[config.mk]
export PLATFORM = sky130hd
export DESIGN_NAME = crti_div
export DESIGN_NICKNAME = d
export VERILOG_FILES = /design/src/design/crti_pkg.sv /design/src/design/crti_div.sv
export SDC_FILE = /design/constraint.sdc
export NUM_CORES = 1
export LEC_CHECK = 0
export BUFFER_PORTS_ARGS = -buffer_cell sky130_fd_sc_hd__buf_2
export CORE_AREA = 5 5 184 186
export CTS_CLUSTER_DIAMETER = 50
export DETAILED_ROUTE_END_ITERATION = 16
export DIE_AREA = 0 0 189 191
export PLACE_DENSITY = 0.82
export REMOVE_ABC_BUFFERS = 1
export SKIP_CTS_REPAIR_TIMING = 1
export SLEW_MARGIN = 40
export SYNTH_ARGS = -nofsm -noshare
export SYNTH_HDL_FRONTEND = slang
export SYNTH_SLANG_ARGS = --single-unit
export TNS_END_PERCENT = 10
[constraint.sdc]
create_clock -name i_clk -period 7.3 [get_ports i_clk]
set_clock_uncertainty 0.1 [all_clocks]
set_input_delay 0.365 -clock i_clk [delete_from_list [all_inputs] [get_ports i_clk]]
set_output_delay 0.365 -clock i_clk [all_outputs]
set_load 0.005 [all_outputs]
[src/design/crti_pkg.sv]
// ----------------------------------------------------------------------------
// Cooling-rate table interpolator package
// Shared widths, function codes, bin thresholds and power-of-two roots.
// ----------------------------------------------------------------------------
`default_nettype none
package crti_pkg;

    localparam int STEP_W    = 12;
    localparam int FRAC_BITS = 20;

    localparam logic [1:0] FUNC_LOAD  = 2'd0;
    localparam logic [1:0] FUNC_SET   = 2'd1;
    localparam logic [1:0] FUNC_QUERY = 2'd2;

    localparam logic [31:0] LOG2_10_Q30 = 32'd3566893132;

    localparam logic signed [15:0] ABUND_THR [7] = '{
        -16'sd14336, -16'sd10240, -16'sd7168, -16'sd5120,
        -16'sd3072, -16'sd1024, 16'sd1024
    };

    // Returns 2^(2^-k) in Q30, each root taken from the previous one by an
    // integer square root, starting from 2.0.
    function automatic logic [31:0] pow_root(input int k);
        logic [63:0] c;
        logic [63:0] n;
        logic [63:0] r;
        logic [63:0] b;
        c = 64'd1 << 31;
        for (int i = 0; i < k; i++) begin
            n = c << 30;
            r = '0;
            b = 64'd1 << 62;
            for (int s = 0; s < 32; s++) begin
                if (n >= r + b) begin
                    n = n - (r + b);
                    r = (r >> 1) + b;
                end else begin
                    r = r >> 1;
                end
                b = b >> 2;
            end
            c = r;
        end
        return c[31:0];
    endfunction

endpackage
`default_nettype wire

[src/design/crti_div.sv]
// ----------------------------------------------------------------------------
// Pipelined restoring divider
// One quotient bit per stage by a 12-bit divisor, with a request sideband.
// ----------------------------------------------------------------------------
`default_nettype none
module crti_div #(
    parameter int QW = 16,
    parameter int SW = 1
) (
    input  wire logic                          i_clk,
    input  wire logic                          i_rst_n,
    input  wire logic                          i_vld,
    input  wire logic [crti_pkg::STEP_W-1:0]   i_rem,
    input  wire logic [QW-1:0]                 i_num,
    input  wire logic [crti_pkg::STEP_W-1:0]   i_div,
    input  wire logic [SW-1:0]                 i_side,
    output logic                               o_vld,
    output logic [QW-1:0]                      o_quo,
    output logic [crti_pkg::STEP_W-1:0]        o_rem,
    output logic [SW-1:0]                      o_side
);
    localparam int DW = crti_pkg::STEP_W;

    logic [QW:0]   r_vld;
    logic [DW-1:0] r_rem  [QW+1];
    logic [QW-1:0] r_num  [QW+1];
    logic [SW-1:0] r_side [QW+1];

    assign r_vld[0]  = i_vld;
    assign r_rem[0]  = i_rem;
    assign r_num[0]  = i_num;
    assign r_side[0] = i_side;

    for (genvar k = 0; k < QW; k++) begin : g_stage
        logic [DW:0]   n_t;
        logic          n_ge;
        logic [DW-1:0] n_rem;
        assign n_t   = {r_rem[k], r_num[k][QW-1]};
        assign n_ge  = n_t >= {1'b0, i_div};
        assign n_rem = n_ge ? DW'(n_t - {1'b0, i_div}) : n_t[DW-1:0];

        always_ff @(posedge i_clk) begin
            if (!i_rst_n) begin
                r_vld[k+1] <= 1'b0;
            end else begin
                r_vld[k+1] <= r_vld[k];
            end
            r_rem[k+1]  <= n_rem;
            r_num[k+1]  <= {r_num[k][QW-2:0], n_ge};
            r_side[k+1] <= r_side[k];
        end
    end

    assign o_vld  = r_vld[QW];
    assign o_quo  = r_num[QW];
    assign o_rem  = r_rem[QW];
    assign o_side = r_side[QW];
endmodule
`default_nettype wire

Word level (Yosys, flattened, before mapping)
Cells that the tools add are included.
Storage, ports and cells
  flip-flop bits (word level): 480
  input port bits: 44
  output and inout bits: 30
  word-level logic and storage cells: 112
Operators by class
  $add $sub $neg: 16
  order comparisons: 16
  mux-type cells: 16
Operator list (number)
  $ge 13x12->1: 16
  $mux 12: 16
  $sub 12x12->12: 16

Depth between registers and ports, before layout
Gate-level depths: netlist (run 1).
  word-level depth: 2
  mapped depth: 11
  gate-level depth less buffers: 10

Least setup slack after synthesis (run 1)
OpenSTA, ideal clock, no wires.
  kind: input-to-reg
  start: in i_div[1] (netlist bit)
  end: reg r_rem, in the netlist g_stage[12].n_t[10]
  library setup time: 121 ps
  arrival time: 2874 ps
  data required time: 7079 ps
  setup slack: 4205 ps
  stages: 10
  path buffers: 1
  path through: inv_1 -> ha_1 -> nor2b_4 -> o31a_1 -> or3_1 -> a21oi_2 -> a21oi_2 -> a2111oi_4 -> buf_6 -> mux2_4
Between the ends
  cells in the longest elaborated chain, start to end: 2
  elaborated cells on any way between the ends: 3
  classes of those cells: 1 x add/sub; 1 x order compare; 1 x mux
RTL lines
  start: declaration: line crti_div.sv:15  | input wire logic [crti_pkg::STEP_W-1:0] i_div,
  $sub 12x12->12 / $ge 13x12->1 (equally long branches): line crti_div.sv:40, crti_div.sv:39
  $mux 12 (*): line crti_div.sv:40  | assign n_rem = n_ge ? DW'(n_t - {1'b0, i_div}) : n_t[DW-1:0];
  net g_stage[11].n_rem[9]: line crti_div.sv:37  | logic [DW-1:0] n_rem;
  end signal: indexed assignment: line crti_div.sv:48  | r_rem[k+1] <= n_rem;
  end: declaration: line crti_div.sv:25  | logic [DW-1:0] r_rem [QW+1];
Mark *: on every way through the listed nets, which the timed path passes. The rest lies on a longest branch.
A chain may end at the register's enable or synchronous reset.

Worst setup path after layout (run 1)
  start: in i_rem[5] (netlist bit)
  end: reg r_rem, in the netlist g_stage[1].n_t[5]
Between the ends
  cells in the longest elaborated chain, start to end: 2
RTL lines
  start: declaration: line crti_div.sv:13  | input wire logic [crti_pkg::STEP_W-1:0] i_rem,
  $ge 13x12->1: line crti_div.sv:39  | assign n_ge = n_t >= {1'b0, i_div};
  $mux 12: line crti_div.sv:40
  net g_stage[0].n_rem[4]: line crti_div.sv:37
The timed path passes the listed nets, and every way through them passes these cells.

==> results of run 1 <==
sequential cells by signal, indices dropped and copies added, names as in the netlist:
signal	flops
o_rem	12
r_num	225
r_side	15
o_vld	1
o_quo	16
g_stage.n_t	195
o_side	1
r_vld	15
logic make-up (layout without fill, tap and decap cells):
group                      count (synthesis)  count (layout)  share of synthesized area [%]
xor gates and xnor gates                 125             125                           5.35
AOI/OAI and AO/OA                        474             474                           15.2
and+or+nand+nor                          414             414                           9.97
adders and majority gates                208             208                           13.3
buffers and inverters                    130             298                           2.82
DFF                                      480             480                           46.9
muxes                                    116             116                           6.39
cell usage in the layout, fill, tap and decap left out, types with 9 or more instances in the layout:
master | Yosys | layout
nor2b_1 | 38 | 38
buf_4 | 21 | 18
o31ai_1 | 19 | 14
a21oi_1 | 134 | 134
o21a_1 | 33 | 33
and3_1 | 14 | 14
xnor2_1 | 70 | 70
mux2i_1 | 19 | 19
buf_2 | 3 | 73
xor2_1 | 55 | 55
inv_1 | 87 | 87
a211oi_1 | 14 | 14
nand2_1 | 92 | 92
nor3_1 | 21 | 21
a2111oi_0 | 12 | 9
nand3_1 | 49 | 49
or2_2 | 14 | 14
o31a_1 | 18 | 18
clkbuf_16 | 0 | 51
ha_1 | 192 | 192
fa_1 | 16 | 16
mux2_2 | 90 | 90
clkinv_2 | 0 | 11
a21boi_0 | 9 | 9
nand2b_1 | 27 | 27
dfxtp_1 | 480 | 480
nor2_1 | 100 | 100
and2_1 | 23 | 23
dlygate4sd3_1 | 0 | 26
a21o_1 | 58 | 58
o21ai_0 | 106 | 105
nand4_1 | 13 | 13
metrics by stage:
step / worst slack, ps / util [%]
final: 4010 / 72.5
after global routing: 3920 / 72.5
after CTS: 3910 / 71.6
after detailed placement: 3350 / 66.3
after global placement: 3190 / 66.1
after floorplan: 3850 / -
layout make-up:
type,count,area [um2]
Multi-Input combinational cell,1337,10300
Sequential cell,480,9610
Fill cell,2226,8820
Clock buffer,63,1400
Timing Repair Buffer,118,788
Tap cell,408,510
Inverter,87,327
Clock inverter,30,322
routing by layer:
| metal | global-route usage [%] | part of all wire (%) |
|---|---|---|
| met1 | 29.1 | 42 |
| met2 | 42.6 | 49 |
| met3 | 4.16 | 5.4 |
| met4 | 8.83 | 3.6 |
| met5 | 0 | 0 |
power by group:
part           internal, mW  leakage (nW)  switching (mW)  total (mW)
Combinational          2.51          5.47            2.73        5.24
Clock                  1.55         0.844            1.04        2.59
Sequential             3.57          4.04           0.446        4.02
worst min-delay path by stage:
stage | startpoint | to | slack [ps] | cells after the start
final | i_rem[9] | g_stage[1].n_t[11] | -0.2 | 2
after global routing | i_rem[9] | g_stage[1].n_t[11] | 5 | 2
after CTS | i_num[0] | r_num[241] | -210 | 1
after detailed placement | r_num[121] | r_num[106] | 210 | 0
after global placement | r_num[148] | r_num[133] | 210 | 0
after floorplan | r_num[126] | g_stage[10].n_t[0] | 210 | 0
==> impl_metrics.env, run 1 <==
export IMPL_slowest_stage="a2111oi_0"
export IMPL_synthCells=1947
export IMPL_endpoint="g_stage[1].n_t[5]"
export IMPL_grt_util_all_layers_pct=23.9
export IMPL_clock_sinks=480
export IMPL_violations="hold timing"
export IMPL_grt_pass1_vias=14800
export IMPL_tightest_slew_ps=839
export IMPL_yosysTopAreaCellShare_pct=46.9
export IMPL_synth_common_cells="480 x dfxtp_1, 192 x ha_1, 134 x a21oi_1"
export IMPL_synthTopCellsByArea="dfxtp_1 47%, ha_1 12%, mux2_2 5.0%"
export IMPL_synth_top_area_cell="dfxtp_1"
export IMPL_synth_area_per_cell_um2=10.5
export IMPL_synth_edf_count=0
export IMPL_die_x_um=189
export IMPL_wl_per_cell_um=17.6
export IMPL_yosysUniqueCellTypes=59
export IMPL_synth_seq_cells=480
export IMPL_crit_path_start_kind="primary input"
export IMPL_crit_family="compound AO/OA/AOI/OAI gates"
export IMPL_drtIter0Drc=857
export IMPL_die_area_mm2=0.0361
export IMPL_numCtsBuffers=50
export IMPL_pwr_density_cell_mw_per_mm2=508
export IMPL_r2r_end="g_stage[12].n_t[12]"
export IMPL_slowest_delay_ps=760
export IMPL_max_vdd_ir_drop_mv=0.225
export IMPL_routed_via_count=14700
export IMPL_holdWs_ps=-0.235
export IMPL_cp_end_kind="flop"
export IMPL_rsz0062_at_grt="false"
export IMPL_required_ps=7630
export IMPL_worstPathArrival_ps=3620
export IMPL_final_max_slew_violation_count=0
export IMPL_cap_violations=0
export IMPL_finalSetupViolCount=0
export IMPL_rows=66
export IMPL_io_pins=74
export IMPL_drc=0
export IMPL_firstDrtPassIters=5
export IMPL_stdcell_count=2523
export IMPL_clockBufferDepth=3
export IMPL_critPathBufInv=2
export IMPL_cts_tree="yes"
export IMPL_maxSlewHeadroom_pct=42.6
export IMPL_nets=2326
export IMPL_dp_hpwl_um=29900
export IMPL_design_area_mm2=0.0233
export IMPL_p_leak_nw=10.4
export IMPL_crit_chain="dlygate4sd3_1 -> buf_2 -> ha_1 -> a21o_1 -> a21o_1 -> a21oi_1 -> nor2_1 -> a2111oi_0 -> o31ai_4 -> mux2_2"
export IMPL_ant_nets=0
export IMPL_ys_flop_type="dfxtp_1"
export IMPL_antenna_found_initial=0
export IMPL_p_total_mw=11.8
export IMPL_yosysWarnings=0
export IMPL_setup_tns_ps=0
export IMPL_grt_pass1_wl_um=71100
export IMPL_ff2ff_setup_slack_ps=4330
export IMPL_port_buffers=73
export IMPL_clk_pin_slew_ps=60
export IMPL_yosysSeqAreaShare_pct=46.9
export IMPL_async_reset_ff_share_pct=0
export IMPL_wirelength_um=44500
export IMPL_synthesis_area_mm2=0.0205
export IMPL_fin_crit_sh_pct=45.1
export IMPL_post_route_min_period_ps=3290
export IMPL_grt_max_degree=22
export IMPL_initial_utilization_pct=63.7
export IMPL_cp_common_cell="a21o_1"
export IMPL_outcome="finished, violations left"
export IMPL_core_mm2=0.0321
export IMPL_worst_path_stages=10
export IMPL_layout_drive_gt1_share_pct=14.5
export IMPL_die_y_um=191
export IMPL_viasPerCell=5.82
export IMPL_synth_most_common_cell="dfxtp_1"
export IMPL_crit_type="in -> reg"
export IMPL_crit_fanout=13
export IMPL_placed_area_mm2=0.0213
export IMPL_gp_congestion=0.863
export IMPL_overflow=0
export IMPL_cts_root_buf="clkbuf_16"
export IMPL_area_growth_pct=13.8
export IMPL_ctsHtreeMaxLevel=2
export IMPL_crit_start="i_rem[5]"
export IMPL_final_hold_violation_count=1
export IMPL_reg2reg_from="g_stage[11].n_t[1]"
export IMPL_max_freq_mhz=304
export IMPL_reg2reg_depth=9
export IMPL_clk_latency_ps=550
export IMPL_dp_cells=2403
export IMPL_diodes=0
export IMPL_worstHoldPathType="in -> reg"
Power figures use the tool's default switching activity.
==> inputs of run 2 (changes only) <==
- CORE_AREA: 5 5 184 186 -> 5 5 198 200
- DIE_AREA: 0 0 189 191 -> 0 0 203 205
- PLACE_DENSITY: 0.82 -> 0.75
- clock period: 7.3 -> 3 ns (I/O delays scaled with it)
==> impl_metrics.env, run 2 (synthesis gave the netlist of run 1 again) <==
export IMPL_die_area_mm2=0.0416
export IMPL_largest_register="r_num"
export IMPL_max_vdd_ir_drop_mv=0.793
export IMPL_firstDrtPassIters=6
export IMPL_final_max_slew_violation_count=0
export IMPL_rsz0062_at_grt="false"
export IMPL_crit_type="in -> reg"
export IMPL_final_hold_violation_count=0
export IMPL_clockBufferDepth=3
export IMPL_area_growth_pct=18.5
export IMPL_post_route_util_pct=65.2
export IMPL_io_pins=74
export IMPL_grt_max_degree=20
export IMPL_mostFrequentLayoutCells="480 x dfxtp_1, 192 x ha_1, 134 x a21oi_1, 105 x o21ai_0, 100 x nor2_1"
export IMPL_layout_drive_gt1_share_pct=17.5
export IMPL_fin_crit_sh_pct=95.4
export IMPL_initial_utilization_pct=55.0
export IMPL_maxSlewHeadroom_pct=48.5
export IMPL_crit_start="i_rem[5]"
export IMPL_viasPerCell=5.53
export IMPL_cts_tree="yes"
export IMPL_post_route_min_period_ps=2860
export IMPL_port_buffers=73
export IMPL_die_y_um=205
export IMPL_seq_power_share_pct=32.8
export IMPL_internal_power_mw=19.4
export IMPL_die_x_um=203
export IMPL_clk_latency_ps=580
export IMPL_cts_root_buf="clkbuf_16"
export IMPL_cp_end_kind="flop"
export IMPL_rows=71
export IMPL_final_common_cell="dfxtp_1"
export IMPL_reg2reg_from="g_stage[3].n_t[6]"
export IMPL_nets=2411
export IMPL_grt_util_all_layers_pct=21.4
export IMPL_max_freq_mhz=349
export IMPL_drc=0
export IMPL_numCtsBuffers=51
export IMPL_swShare_pct=34.9
export IMPL_outcome="complete, no violations"
export IMPL_holdWs_ps=6.58
export IMPL_p_leak_nw=10.8
export IMPL_pwr_density_cell_mw_per_mm2=1230
export IMPL_diodes=0
export IMPL_power_frac_comb_pct=45.0
export IMPL_p_clk_share_pct=22.3
export IMPL_gp_congestion=0.886
export IMPL_largest_reg_flops=225
export IMPL_ctsHtreeMaxLevel=2
export IMPL_grt_pass1_wl_um=72900
export IMPL_ant_nets=0
export IMPL_p_switching_mw=10.4
export IMPL_finalSetupViolCount=0
export IMPL_wl_per_cell_um=17.0
export IMPL_p_total_mw=29.8
export IMPL_drtIter0Drc=841
export IMPL_grt_pass1_vias=14800
export IMPL_required_ps=3360
export IMPL_clk_pin_slew_ps=60
export IMPL_routed_via_count=14800
export IMPL_antenna_found_initial=0
export IMPL_core_mm2=0.0372
export IMPL_dp_hpwl_um=32000
export IMPL_min_from="i_div[0]"
export IMPL_crit_fanout=13
export IMPL_stdcell_count=2674
export IMPL_worstHoldPathType="in -> reg"
export IMPL_crit_path_start_kind="primary input"
export IMPL_cap_violations=0
export IMPL_worstPathArrival_ps=3220
export IMPL_overflow=0
export IMPL_clock_sinks=480
export IMPL_dp_cells=2548
export IMPL_wirelength_um=45400
export IMPL_tightest_slew_ps=753
run 2: worst paths after layout:
kind              slack [ps]  depth (start not counted)                  to
setup / recovery         140                         10   g_stage[1].n_t[9]
hold / removal             7                          4   g_stage[3].n_t[1]
setup reg to reg         170                          8  g_stage[4].n_t[11]
hold reg to reg          210                          0           r_num[68]
run 2: power groups by stage:
stage | combinational, mW | sequential [mW] | clock (mW)
2_1_floorplan | 9.93 | 9.43 | 0
3_3_place_gp | 12.7 | 9.86 | 0
3_5_place_dp | 13.1 | 9.87 | 0
4_1_cts | 13.3 | 9.77 | 6.78
5_1_grt | 14.9 | 9.97 | 7.09
6_report | 13.4 | 9.76 | 6.63
run 2: worst max-delay path, cell delays in order:
cell and delay (ps):
dlygate4sd3_1 530, buf_2 130, ha_1 340, a21o_1 200, a21o_1 190, a21oi_1 220, nor2_1 70, a2111oi_0 690
o31ai_4 340, mux2_2 360
run 2: layout make-up:
| type | count | area [um2] |
|---|---|---|
| Clock buffer | 68 | 1490 |
| Clock inverter | 26 | 339 |
| Fill cell | 2882 | 13000 |
| Inverter | 87 | 327 |
| Multi-Input combinational cell | 1337 | 10300 |
| Sequential cell | 480 | 9610 |
| Tap cell | 474 | 593 |
| Timing Repair Buffer | 202 | 1560 |
run 2: metal layers:
metal	vias up	track usage (%)	part of all wire (%)
met5	-	0	0
met4	0	7.13	3.3
met3	109	4.01	5.5
met2	391	36.7	48
met1	6919	27.4	44
li1	7359	-	-
run 2: through the flow:
step                instance area, um2  TNS (ps)  setup WS, ps
finish                           24300         0           138
global route                     24300         0          2.62
CTS                              23900     -33.0         -13.6
detailed placement               22100     -4120          -158
global placement                 22100     -4540          -177
floorplan                        20200     -8000          -239
==> inputs of run 3 (changes only) <==
--- a/config.mk
+++ b/config.mk
@@ -11,5 +11,5 @@
 export DETAILED_ROUTE_END_ITERATION = 16
 export DIE_AREA = 0 0 203 205
-export PLACE_DENSITY = 0.75
+export PLACE_DENSITY_LB_ADDON = 0.3
 export REMOVE_ABC_BUFFERS = 1
 export SKIP_CTS_REPAIR_TIMING = 1
@@ -18,3 +18,2 @@
 export SYNTH_HDL_FRONTEND = slang
 export SYNTH_SLANG_ARGS = --single-unit
-export TNS_END_PERCENT = 10
--- a/constraint.sdc
+++ b/constraint.sdc
@@ -3,3 +3,3 @@
 set_input_delay 0.15 -clock i_clk [delete_from_list [all_inputs] [get_ports i_clk]]
 set_output_delay 0.15 -clock i_clk [all_outputs]
-set_load 0.005 [all_outputs]
+set_load 0.01 [all_outputs]
==> impl_metrics.env, run 3 (synthesis gave the netlist of run 1 again) <==
export IMPL_firstDrtPassIters=5
export IMPL_hold_path_cell_count=3
export IMPL_post_route_min_period_ps=2830
export IMPL_outcome="finished, violations left"
export IMPL_max_vdd_ir_drop_mv=0.600
export IMPL_p_leak_nw=10.8
export IMPL_ff2ff_setup_slack_ps=170
export IMPL_wirelength_um=45100
export IMPL_diodes=0
export IMPL_final_common_cell="dfxtp_1"
export IMPL_rows=71
export IMPL_final_max_slew_violation_count=0
export IMPL_die_y_um=205
export IMPL_overflow=0
export IMPL_grt_pass1_wl_um=73000
export IMPL_grt_max_degree=20
export IMPL_cp_end_kind="flop"
export IMPL_finalSetupViolCount=0
export IMPL_reg2reg_depth=9
export IMPL_setup_tns_ps=0
export IMPL_gp_congestion=0.881
export IMPL_holdPathEnd="g_stage[1].n_t[1]"
export IMPL_p_switching_mw=10.4
export IMPL_cap_violations=0
export IMPL_grt_pass1_vias=14800
export IMPL_clk_latency_ps=590
export IMPL_r2r_end="g_stage[12].n_t[3]"
export IMPL_nets=2402
export IMPL_numCtsBuffers=51
export IMPL_drc=0
export IMPL_crit_fanout=13
export IMPL_required_ps=3370
export IMPL_max_freq_mhz=354
export IMPL_io_pins=74
export IMPL_core_mm2=0.0372
export IMPL_drtIter0Drc=797
export IMPL_maxSlewHeadroom_pct=43.1
export IMPL_placed_area_mm2=0.0221
export IMPL_clk_pin_slew_ps=60
export IMPL_dp_cells=2539
export IMPL_cts_tree="yes"
export IMPL_wl_per_cell_um=16.9
export IMPL_routed_via_count=14700
export IMPL_initial_utilization_pct=55.0
export IMPL_port_buffers=73
export IMPL_rsz0062_at_grt="false"
export IMPL_largest_register="r_num"
export IMPL_internal_power_mw=19.1
export IMPL_ctsHtreeMaxLevel=2
export IMPL_swShare_pct=35.3
export IMPL_die_x_um=203
export IMPL_post_route_util_pct=64.9
export IMPL_layout_drive_gt1_share_pct=17.1
export IMPL_cts_root_buf="clkbuf_16"
export IMPL_clock_sinks=480
export IMPL_pwr_density_cell_mw_per_mm2=1220
export IMPL_worstHoldPathType="in -> reg"
export IMPL_crit_type="in -> reg"
export IMPL_reg2reg_from="g_stage[11].n_t[1]"
export IMPL_crit_path_start_kind="primary input"
export IMPL_mostFrequentLayoutCells="480 x dfxtp_1, 192 x ha_1, 134 x a21oi_1, 105 x o21ai_0, 100 x nor2_1"
export IMPL_setup_slack_ps=173
export IMPL_design_area_mm2=0.0241
export IMPL_largest_reg_flops=225
export IMPL_violations="hold timing"
export IMPL_holdWs_ps=-5.01
export IMPL_dp_hpwl_um=31900
export IMPL_final_hold_violation_count=1
export IMPL_die_area_mm2=0.0416
export IMPL_p_clk_share_pct=21.7
export IMPL_min_from="i_div[0]"
export IMPL_stdcell_count=2664
export IMPL_tightest_slew_ps=832
export IMPL_grt_util_all_layers_pct=21.5
export IMPL_power_frac_comb_pct=45.3
export IMPL_ant_nets=0
export IMPL_area_growth_pct=17.9
export IMPL_clockBufferDepth=3
export IMPL_place_ws_ps=-172
export IMPL_fin_crit_sh_pct=94.2
export IMPL_worstPathArrival_ps=3200
export IMPL_seq_power_share_pct=33.0
export IMPL_viasPerCell=5.53
export IMPL_antenna_found_initial=1
export IMPL_p_total_mw=29.5
run 3: changes by cell type in the layout (fill, tap and decap cells not counted), sizes merged:
| cell | before | now |
|---|---|---|
| clkinvlp | 4 | 0 |
| clkinv | 10 | 15 |
| buf | 170 | 161 |
| clkbuf | 68 | 66 |
run 3: layout make-up:
class | count | area (um2)
clock buffer | 66 | 1400
clock inverter | 27 | 345
fill | 2924 | 13100
inverter | 87 | 327
multi-input combinational | 1337 | 10400
sequential | 480 | 9610
tap | 474 | 593
timing repair buffer | 193 | 1500
run 3: worst max-delay path by stage:
stage                                  from                  to  slack (ps)  cells past startpoint
final                              i_rem[4]   g_stage[1].n_t[6]         170                     10
after global routing      g_stage[6].n_t[6]   g_stage[7].n_t[2]          20                      9
after CTS                 g_stage[1].n_t[6]   g_stage[2].n_t[9]         -20                      8
after detailed placement           i_div[6]   g_stage[2].n_t[9]        -170                     11
after global placement             i_div[6]  g_stage[4].n_t[11]        -120                     11
after floorplan                    i_div[2]  g_stage[10].n_t[7]        -240                      9
run 3: per-layer routing:
| layer | vias to the layer above | track usage, % | share of wire, % |
|---|---|---|---|
| li1 | 7365 | - | - |
| met1 | 6880 | 27.0 | 44 |
| met2 | 331 | 36.2 | 47 |
| met3 | 141 | 3.97 | 4.8 |
| met4 | 2 | 10.2 | 4.2 |
| met5 | - | 0 | 0.029 |
run 3: critical path: stages:
cell,delay (ps)
dlygate4sd3_1,540
buf_2,140
ha_1,240
a21o_1,170
a21o_1,190
a21oi_1,230
nor2_1,60
a2111oi_0,750
o31ai_4,360
mux2_2,370
run 3: power groups by stage:
stage               combinational, mW  sequential, mW  clock, mW
finish                           13.4            9.76       6.41
global route                     14.9            9.97       6.83
CTS                              13.3            9.77       6.56
detailed placement               13.1            9.88          0
global placement                 12.7            9.89          0
floorplan                        9.93            9.50          0
